### config.mk
export PLATFORM = sky130hd
export DESIGN_NAME = ipid_regs
export DESIGN_NICKNAME = d
export VERILOG_FILES = /design/src/design/incremental_pid_controller_unit_macros.svh /design/src/design/ipid_pkg.sv /design/src/design/ipid_regs.sv
export SDC_FILE = /design/constraint.sdc
export NUM_CORES = 1
export LEC_CHECK = 0
export BUFFER_PORTS_ARGS = -buffer_cell sky130_fd_sc_hd__buf_2
export CAP_MARGIN = 20
export CORE_MARGIN = 4
export CORE_UTILIZATION = 31
export DETAILED_ROUTE_END_ITERATION = 16
export SLEW_MARGIN = 20
export SYNTH_ARGS = -nofsm -noshare
export SYNTH_HDL_FRONTEND = slang
export SYNTH_SLANG_ARGS = --single-unit
### constraint.sdc
create_clock -name clk -period 1 [get_ports clk]
set_input_delay 0.05 -clock clk [delete_from_list [all_inputs] [get_ports clk]]
set_output_delay 0.05 -clock clk [all_outputs]
set_load 0.02 [all_outputs]
### src/design/incremental_pid_controller_unit_macros.svh
// Assertion macros for the incremental PID controller unit
`ifndef INCREMENTAL_PID_CONTROLLER_UNIT_MACROS_SVH
`define INCREMENTAL_PID_CONTROLLER_UNIT_MACROS_SVH

// same-cycle implication
`define IPID_ASSERT_IMPL(lbl, ante, cons, msg) \
	lbl: assert property (@(posedge clk) disable iff (!arst_n) (ante) |-> (cons)) \
		else $error(msg);

// next-cycle implication
`define IPID_ASSERT_NEXT(lbl, ante, cons, msg) \
	lbl: assert property (@(posedge clk) disable iff (!arst_n) (ante) |=> (cons)) \
		else $error(msg);

`endif

### src/design/ipid_pkg.sv
// Shared types and constants for the incremental PID controller unit
`default_nettype none

package ipid_pkg;

	localparam int DATA_W    = 32;
	localparam int FRAC_BITS = 16;
	localparam int PROD_W    = 2 * DATA_W;
	localparam int SHIFT_W   = PROD_W - FRAC_BITS;
	localparam int SUM_W     = SHIFT_W + 2;
	localparam int ADDR_W    = 5;
	localparam int REG_IDX_W = 3;

	localparam logic [REG_IDX_W-1:0] REG_COEF_NOW    = 3'd0;
	localparam logic [REG_IDX_W-1:0] REG_COEF_PREV   = 3'd1;
	localparam logic [REG_IDX_W-1:0] REG_COEF_PREV2  = 3'd2;
	localparam logic [REG_IDX_W-1:0] REG_DRIVE_MIN   = 3'd3;
	localparam logic [REG_IDX_W-1:0] REG_DRIVE_MAX   = 3'd4;
	localparam logic [REG_IDX_W-1:0] REG_LOOP_ENABLE = 3'd5;

	localparam logic CMD_UPDATE = 1'b0;
	localparam logic CMD_CLEAR  = 1'b1;

	typedef struct packed {
		logic                     command;
		logic signed [DATA_W-1:0] error_sample;
	} req_t;

	typedef struct packed {
		logic signed [DATA_W-1:0] drive_value;
		logic                     disabled;
	} rsp_t;

	typedef struct packed {
		logic signed [DATA_W-1:0] coef_now;
		logic signed [DATA_W-1:0] coef_prev;
		logic signed [DATA_W-1:0] coef_prev2;
		logic signed [DATA_W-1:0] drive_min;
		logic signed [DATA_W-1:0] drive_max;
		logic                     loop_enable;
	} cfg_t;

endpackage

`default_nettype wire

### src/design/ipid_regs.sv
// APB configuration register file for the incremental PID controller unit
`default_nettype none

module ipid_regs
	import ipid_pkg::*;
(
	input  wire logic              clk,
	input  wire logic              arst_n,
	input  wire logic              psel,
	input  wire logic              penable,
	input  wire logic              pwrite,
	input  wire logic [ADDR_W-1:0] paddr,
	input  wire logic [31:0]       pwdata,
	output logic      [31:0]       prdata,
	output logic                   pready,
	output cfg_t                   cfg
);

	logic                 wr_en;
	logic [REG_IDX_W-1:0] reg_idx;
	cfg_t                 cfg_q;

	assign pready  = 1'b1;
	assign reg_idx = paddr[ADDR_W-1:2];
	assign wr_en   = psel && penable && pwrite && pready;

	always_ff @(posedge clk or negedge arst_n) begin
		if (!arst_n) begin
			cfg_q <= '0;
		end else if (wr_en) begin
			case (reg_idx)
				REG_COEF_NOW:    cfg_q.coef_now    <= pwdata;
				REG_COEF_PREV:   cfg_q.coef_prev   <= pwdata;
				REG_COEF_PREV2:  cfg_q.coef_prev2  <= pwdata;
				REG_DRIVE_MIN:   cfg_q.drive_min   <= pwdata;
				REG_DRIVE_MAX:   cfg_q.drive_max   <= pwdata;
				REG_LOOP_ENABLE: cfg_q.loop_enable <= pwdata[0];
				default: ;
			endcase
		end
	end

	always_comb begin
		case (reg_idx)
			REG_COEF_NOW:    prdata = cfg_q.coef_now;
			REG_COEF_PREV:   prdata = cfg_q.coef_prev;
			REG_COEF_PREV2:  prdata = cfg_q.coef_prev2;
			REG_DRIVE_MIN:   prdata = cfg_q.drive_min;
			REG_DRIVE_MAX:   prdata = cfg_q.drive_max;
			REG_LOOP_ENABLE: prdata = {31'b0, cfg_q.loop_enable};
			default:         prdata = '0;
		endcase
	end

	assign cfg = cfg_q;

endmodule

`default_nettype wire

==> summary.txt <==
Status
  • Outcome: finished, violations left
  • Failing checks: negative setup slack

Global routing
  • GRT overflow: 0
  • Overall Global Routing Usage: 0.1969
  • Largest net degree at the start of global routing: 34
  • Vias in the first global route: 6,801
  • Global-route wire length before repair: 40,760 um
  • Initial antenna violation count: 0

Clock network
  • H-tree depth: 4
  • Clock Tree Buf Depth: 2
  • Root Driver: clkbuf_16
  • Cts bufs inserted: 17
  • Clock transition at path regs: 70 ps
  • CTS tree: built
  • Clk Latency, worst-skew pair: 410 ps
  • Clk sinks: 161

Synthesis
  • Syn Nets: 585
  • Post-synth EDFFs: 0
  • YS warnings: 0
  • Number of library cell types mapped by synthesis: 32
  • Top FF cell, synth: dfrtp_1
  • Cell count after synthesis: 543
  • Area leader, netlist: dfrtp_1
  • Avg Inst Size Synth: 13.99 um^2
  • Register area share after synthesis: 0.5303
  • Synth Register Bits: 161
  • Mapped Area: 7597 um^2
  • Area contributors post-synth: dfrtp_1 53%, mux2_2 21%, mux2_4 5.9%, mux2i_1 4.5%, o2bb2ai_1 1.6%
  • Synth top cells by count: 161 x dfrtp_1, 141 x mux2_2, 34 x mux2i_1
  • Post-synth ARST share: 1.000
  • Most frequent cell after synthesis: dfrtp_1
  • Top cell type's share of synthesized area: 0.5303

Floorplan
  • Core Area: 24,250 um^2
  • Die area: 27,080 um^2
  • DIE WIDTH: 164.6 um
  • Row count: 57
  • Chip height: 164.6 um
  • I/O Pins: 236
  • Starting Density: 0.3133

Cells and area
  • FILL cells: 1,912
  • Ant diodes: 0
  • Final instance area: 13,920 um^2
  • Core Util, Final: 0.5739
  • Max reg flops: 161
  • Synth-to-layout area growth: 83.17%
  • Nets@finish: 1,035
  • Area occupied by multi-input gates: 3920 um^2
  • Share of cells above drive strength 1: 0.6918
  • Register area: 4034 um^2

Setup path
  • Setup CP Type: flop to primary output
  • Arr. time, crit path: 1520 ps
  • Crit. End Element: primary output
  • Reg2reg path depth: 4
  • Critical R2R Capture: cfg[143]
  • Worst Setup SP: cfg[94]
  • Crit path to: prdata[29]
  • Flop2flop setup slack: -90 ps
  • CP Data Required Time: 950 ps
  • Worst r2r src: cfg[143]
  • CP startpoint kind: flop
  • CP max FO: 2

Timing
  • Min Hold Slack: 71.89 ps
  • Final TNS setup: -38,570 ps
  • Worst Clk Skew: 0 ps
  • Setup ws final: -571.8 ps
  • Crit share post-route: 1.572
  • Final slew viol count: 0
  • Final Hold Viols: 0
  • Post-layout min period: 1572 ps
  • Unrepaired setup endpoints after global routing: yes
  • Max Clk Rate: 0.6362 GHz
  • Finish-stage setup viols: 296

Power
  • Static leakage: 6.692 nW
  • PD cells: 1944 nW/um^2
  • VDD IR-drop max: 1190 uV

Place
  • Post-placement cell area: 10,240 um^2
  • Routability cong.: 0.7781
  • DP Wirelength: 16,940 um
  • Port buffer count: 232

Routing
  • Vias: 6,484
  • Vias per Instance: 4.875
  • Residual DRC: 0
  • DR WL/cell: 21.30 um
  • Initial DRC Count: 307
  • Pre-Repair DR Iteration Count: 5
  • Final antenna-violating net count: 0
  • Total Wirelength: 28,330 um

Job
  • MaxCap Viol Count: 0

Hold path
  • Hold/Removal Path Class: input port to async pin
how the worst min path moves through the flow:
| stage | cells after the start | slack (ps) | to | startpoint |
|---|---|---|---|---|
| floorplan | 0 | -250 | cfg[0] | arst_n |
| global placement | 1 | -70 | cfg[42] | arst_n |
| detailed placement | 1 | -60 | cfg[42] | arst_n |
| CTS | 2 | 50 | cfg[6] | arst_n |
| global route | 2 | 70 | cfg[6] | arst_n |
| finish | 2 | 70 | cfg[6] | arst_n |
area by class of cell:
class | count | share of cell area
Multi-Input combinational cell | 338 | 0.2817
Clock inverter | 12 | 0.01124
Tap cell | 324 | 0.02913
Timing Repair Buffer | 475 | 0.3545
Sequential cell | 161 | 0.2899
Clock buffer | 20 | 0.03354
repair_timing:
| action | 4_1_cts | 5_1_grt |
|---|---|---|
| cloned | 7 | 4 |
| resized for setup | 429 | 164 |
| setup buffers | 40 | 63 |
| hold buffers | 33 | 0 |
| setup endpoints to repair | 319 | 330 |
| hold endpoints to repair | 322 | 0 |
| pin swaps | 38 | 21 |
metal layers:
layer,GRT usage,part of all wire,vias to the layer above
li1,-,-,2916
met1,0.2585,0.43,3349
met2,0.3271,0.50,190
met3,0.04442,0.052,29
met4,0.05709,0.018,0
met5,0,0,-
cells by family (layout without fill, tap and decap cells):
family,Yosys count,count (layout),synth area share
compound gates,94,94,0.08416
buf+inv,44,507,0.03640
flops,161,161,0.5303
mux,208,208,0.3175
other cells,1,1,0.0004936
simple gates,35,35,0.03113
where the power goes:
part | switching, mW | internal [mW] | total [mW]
registers | 1.04 | 7.80 | 8.84
clock network | 2.81 | 4.14 | 6.95
logic | 4.70 | 6.55 | 11.3
total | 8.56 | 18.5 | 27.0
layout by cell type (no fill, tap or decap), types with 10 or more instances in the layout:
| master | n |
|---|---|
| o2bb2ai_1 | 14 |
| dfrtp_1 | 157 |
| dlygate4sd3_1 | 33 |
| a21oi_2 | 10 |
| a22oi_1 | 14 |
| clkbuf_16 | 21 |
| mux2i_1 | 34 |
| o21ai_0 | 10 |
| buf_2 | 71 |
| mux2_4 | 135 |
| mux2_2 | 39 |
| buf_12 | 22 |
| buf_4 | 69 |
| buf_6 | 269 |
| nor3b_1 | 10 |
| o22ai_2 | 11 |
| o21a_1 | 15 |
critical path: stages, from the launching register on:
cell and delay, ps:
dfrtp_1 390, mux2_4 290, a21oi_2 160, o22ai_1 90
buf_4 180
metrics by stage:
step	power [mW]	cells	setup WS, ps
finish	27.05	1330	-571.8
global route	28.18	1330	-607.6
global placement	16.29	1187	-527.2
CTS	25.99	1290	-537.2
floorplan	12.83	543	-302.7
detailed placement	16.37	1187	-566.0
Power figures use the tool's default switching activity.
